**config.mk**
```make
export PLATFORM = sky130hd
export DESIGN_NAME = csv_line_field_splitter_flat
export DESIGN_NICKNAME = d
export VERILOG_FILES = /design/src/design/csvlfs_pkg.sv /design/src/design/csvlfs_if.sv /design/src/design/csvlfs_front.sv /design/src/design/csvlfs_cmd_fifo.sv /design/src/design/csvlfs_back.sv /design/src/design/csv_line_field_splitter.sv /design/src/flat_wrapper.sv
export VERILOG_INCLUDE_DIRS = /design/src /design/src/design
export SDC_FILE = /design/constraint.sdc
export NUM_CORES = 1
export LEC_CHECK = 0
export ABC_AREA = 1
export BUFFER_PORTS_ARGS = -buffer_cell sky130_fd_sc_hd__buf_2
export CAP_MARGIN = 10
export CORE_ASPECT_RATIO = 2
export CORE_UTILIZATION = 45
export CTS_CLUSTER_SIZE = 25
export DETAILED_ROUTE_END_ITERATION = 8
export MAX_ROUTING_LAYER = met4
export PLACE_DENSITY = 0.67
export SYNTH_ARGS = -nofsm -noshare
export SYNTH_HDL_FRONTEND = slang
export SYNTH_HIERARCHICAL = 1
export SYNTH_SLANG_ARGS = --single-unit
```
**constraint.sdc**
```tcl
create_clock -name clk -period 3.25 [get_ports clk]
set_input_delay 0.65 -clock clk [delete_from_list [all_inputs] [get_ports clk]]
set_output_delay 0.65 -clock clk [all_outputs]
set_load 0.01 [all_outputs]
```
**src/design/assert_macros.svh**
```systemverilog
// ----------------------------------------------------------------------------
// assert_macros.svh
// concurrent assertion helpers, clocked on clk, compiled out for synthesis
// ----------------------------------------------------------------------------
`ifndef ASSERT_MACROS_SVH
`define ASSERT_MACROS_SVH

`ifndef SYNTHESIS
// checked outside reset
`define CSVLFS_ASSERT_RST(lbl, prop, msg) \
  lbl: assert property (@(posedge clk) disable iff (!rst_n) prop) else $error(msg);
// checked on every edge, reset included
`define CSVLFS_ASSERT_ALL(lbl, prop, msg) \
  lbl: assert property (@(posedge clk) prop) else $error(msg);
`else
`define CSVLFS_ASSERT_RST(lbl, prop, msg)
`define CSVLFS_ASSERT_ALL(lbl, prop, msg)
`endif

`endif

```
**src/design/csvlfs_pkg.sv**
```systemverilog
// ----------------------------------------------------------------------------
// csvlfs_pkg
// shared types, constants and helpers of the csv line field splitter
// ----------------------------------------------------------------------------
`default_nettype none

package csvlfs_pkg;

  localparam int SPACE_DEPTH_DEF = 16;
  localparam int CMD_DEPTH_DEF   = 4;

  localparam logic [7:0] CH_COMMA = 8'h2C;
  localparam logic [7:0] CH_QUOTE = 8'h22;

  // classified request handed from front to back
  typedef struct packed {
    logic [7:0] data;
    logic       is_content;
    logic       is_fend;
    logic       eol;
  } cmd_t;

  function automatic logic is_ws(input logic [7:0] b);
    return (b == 8'd32) || ((b >= 8'd9) && (b <= 8'd13));
  endfunction

endpackage

`default_nettype wire

```
**src/design/csvlfs_if.sv**
```systemverilog
// ----------------------------------------------------------------------------
// csvlfs channel interfaces
// valid/ready channels for input bytes and result items
// ----------------------------------------------------------------------------
`default_nettype none

interface csvlfs_in_if;
  logic       valid;
  logic       ready;
  logic [7:0] in_byte;
  logic       end_of_line;

  modport source (output valid, output in_byte, output end_of_line, input ready);
  modport sink   (input valid, input in_byte, input end_of_line, output ready);
endinterface

interface csvlfs_out_if;
  logic       valid;
  logic       ready;
  logic [7:0] out_byte;
  logic       has_byte;
  logic       field_done;
  logic       line_done;
  logic       ws_overflow;
  logic       last_of_run;

  modport source (output valid, output out_byte, output has_byte, output field_done,
                  output line_done, output ws_overflow, output last_of_run,
                  input ready);
  modport sink   (input valid, input out_byte, input has_byte, input field_done,
                  input line_done, input ws_overflow, input last_of_run,
                  output ready);
endinterface

`default_nettype wire

```
**src/design/csvlfs_front.sv**
```systemverilog
// ----------------------------------------------------------------------------
// csvlfs_front
// accepts line bytes, tracks quoting and classifies each byte into a request
// ----------------------------------------------------------------------------
`default_nettype none

module csvlfs_front (
  input  wire                 clk,
  input  wire                 rst_n,
  csvlfs_in_if.sink           in_ch,
  input  wire                 q_full,
  output logic                push,
  output csvlfs_pkg::cmd_t    cmd
);

  logic qm_r, qm_nxt;
  logic qp_r, qp_nxt;
  logic acc;
  logic handled;
  logic qm_eff;

  assign in_ch.ready = !q_full;
  assign acc = in_ch.valid && in_ch.ready;

  always_comb begin
    qm_nxt         = qm_r;
    qp_nxt         = qp_r;
    handled        = 1'b0;
    qm_eff         = qm_r;
    cmd.data       = in_ch.in_byte;
    cmd.is_content = 1'b0;
    cmd.is_fend    = 1'b0;
    cmd.eol        = in_ch.end_of_line;
    if (qp_r) begin
      qp_nxt = 1'b0;
      if (in_ch.in_byte == csvlfs_pkg::CH_QUOTE) begin
        cmd.is_content = 1'b1;
        handled        = 1'b1;
      end else begin
        qm_eff = 1'b0;
      end
    end
    qm_nxt = qm_eff;
    if (!handled) begin
      if (in_ch.in_byte == csvlfs_pkg::CH_QUOTE) begin
        if (qm_eff) begin
          qp_nxt = 1'b1;
        end else begin
          qm_nxt = 1'b1;
        end
      end else if (in_ch.in_byte == csvlfs_pkg::CH_COMMA && !qm_eff) begin
        cmd.is_fend = 1'b1;
      end else begin
        cmd.is_content = 1'b1;
      end
    end
    if (in_ch.end_of_line) begin
      qm_nxt = 1'b0;
      qp_nxt = 1'b0;
    end
  end

  // toggling quotes without line end carry no work
  assign push = acc && (cmd.is_content || cmd.is_fend || cmd.eol);

  always_ff @(posedge clk) begin
    if (!rst_n) begin
      qm_r <= 1'b0;
      qp_r <= 1'b0;
    end else if (acc) begin
      qm_r <= qm_nxt;
      qp_r <= qp_nxt;
    end
  end

endmodule

`default_nettype wire

```
**src/design/csvlfs_cmd_fifo.sv**
```systemverilog
// ----------------------------------------------------------------------------
// csvlfs_cmd_fifo
// short request queue between front and back
// ----------------------------------------------------------------------------
`default_nettype none

module csvlfs_cmd_fifo #(
  parameter int DEPTH = csvlfs_pkg::CMD_DEPTH_DEF
) (
  input  wire                 clk,
  input  wire                 rst_n,
  input  wire                 push,
  input  csvlfs_pkg::cmd_t    wr_cmd,
  input  wire                 pop,
  output csvlfs_pkg::cmd_t    head,
  output logic                empty,
  output logic                full
);

  localparam int PW = (DEPTH > 1) ? $clog2(DEPTH) : 1;
  localparam int CW = $clog2(DEPTH + 1);

  csvlfs_pkg::cmd_t slots_r [DEPTH];
  logic [PW-1:0] wp_r, wp_nxt;
  logic [PW-1:0] rp_r, rp_nxt;
  logic [CW-1:0] cnt_r, cnt_nxt;
  logic do_push, do_pop;

  assign empty   = (cnt_r == '0);
  assign full    = (cnt_r == CW'(DEPTH));
  assign head    = slots_r[rp_r];
  assign do_push = push && !full;
  assign do_pop  = pop && !empty;

  always_comb begin
    wp_nxt  = wp_r;
    rp_nxt  = rp_r;
    cnt_nxt = cnt_r;
    if (do_push) begin
      wp_nxt = (wp_r == PW'(DEPTH - 1)) ? '0 : wp_r + PW'(1);
    end
    if (do_pop) begin
      rp_nxt = (rp_r == PW'(DEPTH - 1)) ? '0 : rp_r + PW'(1);
    end
    if (do_push && !do_pop) begin
      cnt_nxt = cnt_r + CW'(1);
    end else if (do_pop && !do_push) begin
      cnt_nxt = cnt_r - CW'(1);
    end
  end

  always_ff @(posedge clk) begin
    if (!rst_n) begin
      wp_r  <= '0;
      rp_r  <= '0;
      cnt_r <= '0;
    end else begin
      wp_r  <= wp_nxt;
      rp_r  <= rp_nxt;
      cnt_r <= cnt_nxt;
    end
  end

  always_ff @(posedge clk) begin
    if (do_push) begin
      slots_r[wp_r] <= wr_cmd;
    end
  end

endmodule

`default_nettype wire

```
**src/design/csvlfs_back.sv**
```systemverilog
// ----------------------------------------------------------------------------
// csvlfs_back
// executes requests: whitespace trimming buffer, field ends, result register
// ----------------------------------------------------------------------------
`default_nettype none
`include "assert_macros.svh"

module csvlfs_back #(
  parameter int SPACE_DEPTH = csvlfs_pkg::SPACE_DEPTH_DEF
) (
  input  wire                 clk,
  input  wire                 rst_n,
  input  csvlfs_pkg::cmd_t    head,
  input  wire                 empty,
  output logic                pop,
  csvlfs_out_if.source        out_ch
);

  localparam int AW = (SPACE_DEPTH > 1) ? $clog2(SPACE_DEPTH) : 1;
  localparam int CW = $clog2(SPACE_DEPTH + 1);

  localparam logic [1:0] PH_MAIN  = 2'd0;
  localparam logic [1:0] PH_LOAD  = 2'd1;
  localparam logic [1:0] PH_FLUSH = 2'd2;
  localparam logic [1:0] PH_EOL   = 2'd3;

  logic [7:0]    space_mem [SPACE_DEPTH];
  logic [7:0]    rd_data_r;
  logic [CW-1:0] rd_addr;
  logic          we;

  logic [1:0]    ph_r, ph_nxt;
  logic [CW-1:0] cnt_r, cnt_nxt;
  logic [CW-1:0] idx_r, idx_nxt;
  logic          seen_r, seen_nxt;
  logic          ovf_r, ovf_nxt;

  logic          out_valid_r;
  logic [7:0]    byte_r;
  logic          has_r, fd_r, ld_r, ov_r, last_r;

  logic          slot_free, emit;
  logic [7:0]    e_byte;
  logic          e_has, e_fd, e_ld, e_ov, e_last;
  logic          ws, buf_full;

  assign slot_free = !out_valid_r || out_ch.ready;
  assign ws        = csvlfs_pkg::is_ws(head.data);
  assign buf_full  = (cnt_r == CW'(SPACE_DEPTH));

  always_comb begin
    pop      = 1'b0;
    emit     = 1'b0;
    e_byte   = 8'd0;
    e_has    = 1'b0;
    e_fd     = 1'b0;
    e_ld     = 1'b0;
    e_ov     = 1'b0;
    e_last   = 1'b0;
    we       = 1'b0;
    rd_addr  = idx_r;
    ph_nxt   = ph_r;
    cnt_nxt  = cnt_r;
    idx_nxt  = idx_r;
    seen_nxt = seen_r;
    ovf_nxt  = ovf_r;
    case (ph_r)
      PH_MAIN: begin
        if (!empty) begin
          if (head.is_content && !ws) begin
            if (cnt_r != '0) begin
              ph_nxt  = PH_LOAD;
              idx_nxt = '0;
            end else if (slot_free) begin
              emit     = 1'b1;
              e_byte   = head.data;
              e_has    = 1'b1;
              e_last   = !head.eol;
              seen_nxt = 1'b1;
              if (head.eol) begin
                ph_nxt = PH_EOL;
              end else begin
                pop = 1'b1;
              end
            end
          end else if (head.is_content) begin
            if (!head.eol) begin
              pop = 1'b1;
              if (seen_r) begin
                if (!buf_full) begin
                  we      = 1'b1;
                  cnt_nxt = cnt_r + CW'(1);
                end else begin
                  ovf_nxt = 1'b1;
                end
              end
            end else if (slot_free) begin
              emit     = 1'b1;
              e_fd     = 1'b1;
              e_ld     = 1'b1;
              e_ov     = ovf_r || (seen_r && buf_full);
              e_last   = 1'b1;
              seen_nxt = 1'b0;
              cnt_nxt  = '0;
              ovf_nxt  = 1'b0;
              pop      = 1'b1;
            end
          end else if (slot_free) begin
            // comma field end, or bare line end
            emit     = 1'b1;
            e_fd     = 1'b1;
            e_ov     = ovf_r;
            seen_nxt = 1'b0;
            cnt_nxt  = '0;
            ovf_nxt  = 1'b0;
            if (head.is_fend) begin
              e_last = !head.eol;
              if (head.eol) begin
                ph_nxt = PH_EOL;
              end else begin
                pop = 1'b1;
              end
            end else begin
              e_ld   = 1'b1;
              e_last = 1'b1;
              pop    = 1'b1;
            end
          end
        end
      end
      PH_LOAD: begin
        ph_nxt = PH_FLUSH;
      end
      PH_FLUSH: begin
        if (slot_free) begin
          emit   = 1'b1;
          e_byte = rd_data_r;
          e_has  = 1'b1;
          if (idx_r + CW'(1) == cnt_r) begin
            cnt_nxt = '0;
            idx_nxt = '0;
            ph_nxt  = PH_MAIN;
          end else begin
            idx_nxt = idx_r + CW'(1);
            rd_addr = idx_r + CW'(1);
          end
        end
      end
      PH_EOL: begin
        if (slot_free) begin
          emit     = 1'b1;
          e_fd     = 1'b1;
          e_ld     = 1'b1;
          e_ov     = ovf_r;
          e_last   = 1'b1;
          seen_nxt = 1'b0;
          cnt_nxt  = '0;
          ovf_nxt  = 1'b0;
          pop      = 1'b1;
          ph_nxt   = PH_MAIN;
        end
      end
      default: begin
        ph_nxt = PH_MAIN;
      end
    endcase
  end

  // trailing whitespace buffer
  always_ff @(posedge clk) begin
    if (we) begin
      space_mem[cnt_r[AW-1:0]] <= head.data;
    end
    rd_data_r <= space_mem[rd_addr[AW-1:0]];
  end

  always_ff @(posedge clk) begin
    if (!rst_n) begin
      ph_r        <= PH_MAIN;
      cnt_r       <= '0;
      idx_r       <= '0;
      seen_r      <= 1'b0;
      ovf_r       <= 1'b0;
      out_valid_r <= 1'b0;
    end else begin
      ph_r   <= ph_nxt;
      cnt_r  <= cnt_nxt;
      idx_r  <= idx_nxt;
      seen_r <= seen_nxt;
      ovf_r  <= ovf_nxt;
      if (slot_free) begin
        out_valid_r <= emit;
      end
    end
  end

  always_ff @(posedge clk) begin
    if (slot_free && emit) begin
      byte_r <= e_byte;
      has_r  <= e_has;
      fd_r   <= e_fd;
      ld_r   <= e_ld;
      ov_r   <= e_ov;
      last_r <= e_last;
    end
  end

  assign out_ch.valid       = out_valid_r;
  assign out_ch.out_byte    = byte_r;
  assign out_ch.has_byte    = has_r;
  assign out_ch.field_done  = fd_r;
  assign out_ch.line_done   = ld_r;
  assign out_ch.ws_overflow = ov_r;
  assign out_ch.last_of_run = last_r;

  `CSVLFS_ASSERT_RST(a_cnt_bound, (cnt_r <= CW'(SPACE_DEPTH)), "space count beyond depth")
  `CSVLFS_ASSERT_RST(a_flush_idx, (ph_r == PH_FLUSH) |-> (idx_r < cnt_r), "flush index out of range")
  `CSVLFS_ASSERT_RST(a_pop_head, pop |-> !empty, "request popped from empty queue")
  `CSVLFS_ASSERT_RST(a_out_kind, out_valid_r |-> !(has_r && fd_r), "result carries byte and field end")
  `CSVLFS_ASSERT_ALL(a_rst_out, !rst_n |=> !out_valid_r, "result valid right after reset")

endmodule

`default_nettype wire

```
**src/design/csv_line_field_splitter.sv**
```systemverilog
// path: a byte's first result goes through the request queue and the result
//   register; buffered whitespace released ahead of it is sent out first
// throughput: one byte per cycle while each byte gives at most one result and
//   the result channel does not stall; a byte giving several results holds
//   the queue until all are sent, and released spaces first pass a buffer load
// reset: synchronous active-low rst_n clears quoting, queue and field state
// ----------------------------------------------------------------------------
// csv_line_field_splitter
// splits csv line bytes into trimmed fields with quote handling
// ----------------------------------------------------------------------------
`default_nettype none

module csv_line_field_splitter #(
  parameter int SPACE_DEPTH = csvlfs_pkg::SPACE_DEPTH_DEF,
  parameter int CMD_DEPTH   = csvlfs_pkg::CMD_DEPTH_DEF
) (
  input  wire          clk,
  input  wire          rst_n,
  csvlfs_in_if.sink    in_ch,
  csvlfs_out_if.source out_ch
);

  csvlfs_pkg::cmd_t wr_cmd;
  csvlfs_pkg::cmd_t head;
  logic push, pop, empty, full;

  csvlfs_front u_front (
    .clk    (clk),
    .rst_n  (rst_n),
    .in_ch  (in_ch),
    .q_full (full),
    .push   (push),
    .cmd    (wr_cmd)
  );

  csvlfs_cmd_fifo #(
    .DEPTH (CMD_DEPTH)
  ) u_fifo (
    .clk    (clk),
    .rst_n  (rst_n),
    .push   (push),
    .wr_cmd (wr_cmd),
    .pop    (pop),
    .head   (head),
    .empty  (empty),
    .full   (full)
  );

  csvlfs_back #(
    .SPACE_DEPTH (SPACE_DEPTH)
  ) u_back (
    .clk    (clk),
    .rst_n  (rst_n),
    .head   (head),
    .empty  (empty),
    .pop    (pop),
    .out_ch (out_ch)
  );

endmodule

`default_nettype wire
```
**src/flat_wrapper.sv**
```systemverilog
// flat-port wrapper written by rule: the top's interface ports become plain ports
module csv_line_field_splitter_flat 
#(
  parameter int SPACE_DEPTH = csvlfs_pkg::SPACE_DEPTH_DEF,
  parameter int CMD_DEPTH   = csvlfs_pkg::CMD_DEPTH_DEF
)
  (clk, rst_n, in_ch_valid, in_ch_in_byte, in_ch_end_of_line, in_ch_ready, out_ch_valid, out_ch_out_byte, out_ch_has_byte, out_ch_field_done, out_ch_line_done, out_ch_ws_overflow, out_ch_last_of_run, out_ch_ready);
  csvlfs_in_if in_ch_i ();
  csvlfs_out_if out_ch_i ();
  input  wire clk;
  input  wire rst_n;
  input wire logic [$bits(in_ch_i.valid)-1:0] in_ch_valid;
  input wire logic [$bits(in_ch_i.in_byte)-1:0] in_ch_in_byte;
  input wire logic [$bits(in_ch_i.end_of_line)-1:0] in_ch_end_of_line;
  output wire logic [$bits(in_ch_i.ready)-1:0] in_ch_ready;
  output wire logic [$bits(out_ch_i.valid)-1:0] out_ch_valid;
  output wire logic [$bits(out_ch_i.out_byte)-1:0] out_ch_out_byte;
  output wire logic [$bits(out_ch_i.has_byte)-1:0] out_ch_has_byte;
  output wire logic [$bits(out_ch_i.field_done)-1:0] out_ch_field_done;
  output wire logic [$bits(out_ch_i.line_done)-1:0] out_ch_line_done;
  output wire logic [$bits(out_ch_i.ws_overflow)-1:0] out_ch_ws_overflow;
  output wire logic [$bits(out_ch_i.last_of_run)-1:0] out_ch_last_of_run;
  input wire logic [$bits(out_ch_i.ready)-1:0] out_ch_ready;
  assign in_ch_i.valid = in_ch_valid;
  assign in_ch_i.in_byte = in_ch_in_byte;
  assign in_ch_i.end_of_line = in_ch_end_of_line;
  assign in_ch_ready = in_ch_i.ready;
  assign out_ch_valid = out_ch_i.valid;
  assign out_ch_out_byte = out_ch_i.out_byte;
  assign out_ch_has_byte = out_ch_i.has_byte;
  assign out_ch_field_done = out_ch_i.field_done;
  assign out_ch_line_done = out_ch_i.line_done;
  assign out_ch_ws_overflow = out_ch_i.ws_overflow;
  assign out_ch_last_of_run = out_ch_i.last_of_run;
  assign out_ch_i.ready = out_ch_ready;
  csv_line_field_splitter #(.SPACE_DEPTH(SPACE_DEPTH), .CMD_DEPTH(CMD_DEPTH)) u_core (.clk(clk), .rst_n(rst_n), .in_ch(in_ch_i), .out_ch(out_ch_i));
endmodule
```
==> impl_metrics.env <==
export IMPL_hold_viol_final=0
export IMPL_fin_nets=1120
export IMPL_num_rows=77
export IMPL_synthSimpleGateAreaFrac_pct=21.4
export IMPL_synth_top_family_by_area="simple AND/OR/NAND/NOR gates"
export IMPL_antenna_found_initial=0
export IMPL_synth_compound_area_share_pct=6.75
export IMPL_syn_area_per_cell_um2=10.2
export IMPL_synth_most_common_cell="nand2_1"
export IMPL_critPathLaunchType="register"
export IMPL_io_pins=28
export IMPL_required_ns=3.68
export IMPL_synth_top_area_share_pct=54.1
export IMPL_worst_pin_slew_ns=0.718
export IMPL_ir_drop_uv=588
export IMPL_ys_flop_type="edfxtp_1"
export IMPL_cp_depth=19
export IMPL_die_h_um=216
export IMPL_cp_end_kind="register"
export IMPL_grt_max_degree=29
export IMPL_yosysSeqAreaShare_pct=60.7
export IMPL_grtUsageTotal_pct=22.4
export IMPL_synth_xor_area_share_pct=0.0852
export IMPL_clk_pin_slew_ns=0.06
export IMPL_reg2reg_slack_ns=0.25
export IMPL_r2r_cells=19
export IMPL_p_int_mw=6.95
export IMPL_grt_pass1_vias=7322
export IMPL_tritoncts="yes"
export IMPL_critPathSlowestCell="ha_1"
export IMPL_tns_ns=0
export IMPL_start_util_pct=46.2
export IMPL_powerDensity_nw_per_um2=988
export IMPL_synth_async_reset_ratio_pct=0
export IMPL_syn_area_um2=10300
export IMPL_period_needed_ns=3.00
export IMPL_holdWs_ns=0.394
export IMPL_crit_path_max_incr_delay_ns=0.33
export IMPL_fin_crit_sh_pct=92.3
export IMPL_synth_common_cells="nand2_1 (250), edfxtp_1 (185), inv_1 (105)"
export IMPL_gp_congestion=0.955
export IMPL_utilization_pct=52.6
export IMPL_p_switching_mw=4.62
export IMPL_route_detailed_drc=0
export IMPL_drt_wl_total_mm=24.3
export IMPL_leakage_nw=4.64
export IMPL_hold_class="in2reg"
export IMPL_path_class="reg2reg"
export IMPL_p_clk_share_pct=19.4
export IMPL_p_comb_share_pct=45.9
export IMPL_path_delay_family="simple AND/OR/NAND/NOR gates"
export IMPL_synth_adder_area_share_pct=2.14
export IMPL_clock_fmax_mhz=333
export IMPL_critPathMostFrequentCell="nand2_1"
export IMPL_vias=7203
export IMPL_swShare_pct=39.9
export IMPL_syn_to_final_growth_pct=14.0
export IMPL_fin_skew_ns=0.00695
export IMPL_wl_per_cell_um=17.6
export IMPL_synth_top_cell_by_area="edfxtp_1"
export IMPL_dpl_hpwl_mm=17.8
export IMPL_timing_rr_end="u_core/u_back/rd_data_r[7]"
export IMPL_slew_headroom_pct=52.1
export IMPL_cp_data_arrival_time_ns=3.43
export IMPL_cp_startpoint="u_core/u_back/idx_r[0]"
export IMPL_grt_overflow=0
export IMPL_drt_iter0_markers=455
export IMPL_antenna_left=0
export IMPL_crit_end="u_core/u_back/rd_data_r[7]"
export IMPL_synthMuxAreaShare_pct=2.05
export IMPL_outcome="complete, no violations"
export IMPL_holdCritStartpoint="in_ch_in_byte[6]"
export IMPL_r2r_start="u_core/u_back/idx_r[0]"
export IMPL_viasPerCell=5.23
export IMPL_clk_latency_ns=0.50
export IMPL_design_area_um2=11700
export IMPL_syn_nets=1041
export IMPL_coreArea_um2=22300
export IMPL_cts_root_buf="clkbuf_16"
export IMPL_n_antenna_cell=0
export IMPL_ys_types=43
export IMPL_finalSetupViolCount=0
export IMPL_ys_top_cells_by_area="edfxtp_1 (54%), nand2_1 (9.1%), dfxtp_1 (6.6%)"
export IMPL_cp_num_buf_inv=3
export IMPL_synth_seq_cells=219
export IMPL_htree_num_levels=1
export IMPL_cap_violations=0
export IMPL_slew_violations=0
export IMPL_portBuffers=27
export IMPL_path_max_fanout=22
export IMPL_grt_pass1_wl_mm=38.1
export IMPL_die_w_um=109
export IMPL_ys_warn_count=6
export IMPL_synth_edf_count=185
export IMPL_drtPass1Iterations=5
export IMPL_netlist_instances=1011
export IMPL_place_area_um2=11100
export IMPL_fillerInstances=1957
export IMPL_rsz0062_at_grt="no"
export IMPL_numCtsBuffers=19
export IMPL_crit_chain="ha_1 -> inv_1 -> nand2_1 -> nand2_1 -> nor2_1 -> nand3_2 -> nor2_4 -> nand3_4 -> ha_1 -> o21ai_4 -> buf_4 -> nand2_1 -> nand2_1 -> inv_1 -> nand3_1 -> nand3_1 -> nand2_1 -> nand2_1 -> nand2_1"
export IMPL_clockBufferDepth=3
export IMPL_seq_power_share_pct=34.7
export IMPL_dieArea_um2=23500
export IMPL_numClockSinks=219
export IMPL_drive_above_1_share_pct=17.7
==> layout by cell type (no fill, tap or decap), types with 5 or more instances in the layout <==
| master | synthesis | routed |
|---|---|---|
| clkinv_1 | 0 | 5 |
| nand3_2 | 12 | 12 |
| inv_2 | 7 | 6 |
| o21ai_0 | 41 | 40 |
| dfxtp_1 | 34 | 32 |
| or2_2 | 11 | 11 |
| o21ai_1 | 21 | 21 |
| clkbuf_16 | 0 | 19 |
| nand2_2 | 12 | 12 |
| nor2_1 | 88 | 87 |
| nand3_1 | 82 | 82 |
| buf_4 | 13 | 67 |
| mux2i_1 | 21 | 21 |
| a21oi_1 | 20 | 19 |
| nor2_2 | 5 | 6 |
| edfxtp_1 | 185 | 185 |
| buf_2 | 12 | 27 |
| ha_1 | 16 | 16 |
| nand4_1 | 8 | 8 |
| inv_1 | 105 | 104 |
| nand2_1 | 250 | 250 |
| o22ai_1 | 11 | 8 |
==> power groups by stage <==
stage	Sequential [mW]	Combinational [mW]	Clock, mW
floorplan	4.09	3.20	0
global placement	4.06	5.20	0
detailed placement	4.07	5.26	0
CTS	4.01	5.28	2.28
global route	4.05	5.86	2.39
finish	4.02	5.31	2.24
==> cell families after synthesis <==
group / count (synthesis)
AOI/OAI and AO/OA: 118
xor gates and xnor gates: 1
adders and majority gates: 17
buffers and inverters: 153
DFF: 219
muxes: 21
and+or+nand+nor: 482
==> layer usage <==
metal / track usage, % / up-vias / wire (um)
li1: - / 3548 / -
met1: 20.4 / 3403 / 7930
met2: 42.3 / 177 / 14000
met3: 2.30 / 75 / 842
met4: 14.0 / 0 / 1490
met5: - / - / 0
==> worst min path at each step <==
stage	to	slack, ns	cells past startpoint
detailed placement	u_core/u_back/seen_r	0.47	2
floorplan	u_core/u_back/seen_r	0.45	2
global route	u_core/u_fifo/slots_r[0][10]	0.39	1
CTS	u_core/u_fifo/slots_r[0][9]	0.39	1
global placement	u_core/u_back/seen_r	0.46	2
finish	u_core/u_fifo/slots_r[0][9]	0.39	1
==> sequential cells by signal, indices dropped and copies added (netlist names), 2 cells and up, named ones only <==
name,flops
u_core/u_back/space_mem,128
u_core/u_fifo/slots_r,44
u_core/u_back/out_ch.out_byte,8
u_core/u_back/rd_data_r,8
u_core/u_back/cnt_r,5
u_core/u_back/idx_r,5
u_core/u_fifo/cnt_r,3
u_core/u_back/ph_r,2
u_core/u_fifo/rp_r,2
u_core/u_fifo/wp_r,2
==> worst register-to-register path, stage by stage, from the launching register on <==
cell and delay (ns):
dfxtp_1 0.31, ha_1 0.33, inv_1 0.07, nand2_1 0.06, nand2_1 0.05, nor2_1 0.12, nand3_2 0.09, nor2_4 0.11
nand3_4 0.07, ha_1 0.32, o21ai_4 0.28, buf_4 0.32, nand2_1 0.10, nand2_1 0.08, inv_1 0.04, nand3_1 0.08
nand3_1 0.12, nand2_1 0.19, nand2_1 0.09, nand2_1 0.12
==> per-stage QoR <==
stage | instances | power, mW | worst slack (ns)
after CTS | 1376 | 11.6 | 0.0215
after detailed placement | 1343 | 9.33 | 0.0369
final | 1378 | 11.6 | 0.250
after floorplan | 1011 | 7.29 | 0.0734
after global placement | 1343 | 9.25 | 0.162
after global routing | 1378 | 12.3 | 0.00647
==> cell type report <==
type                    instances  area, um2  share of cell area (%)
inverters                     112        427                    3.64
repair inverters                1       7.51                  0.0641
well taps                     276        345                    2.95
repair buffers                 98        713                    6.09
clock inverters                 9       95.1                   0.812
clock buffers                  24        514                    4.39
multi-input cells             639       3370                    28.8
flip-flops and latches        219       6240                    53.3
==> timing repair <==
| item | in CTS | in global routing |
|---|---|---|
| hold buffers | 0 | 0 |
| setup endpoints to repair | 0 | 33 |
| setup buffers | 0 | 1 |
| resized for setup | 0 | 11 |
No activity file was read; power rests on OpenSTA's default activity.
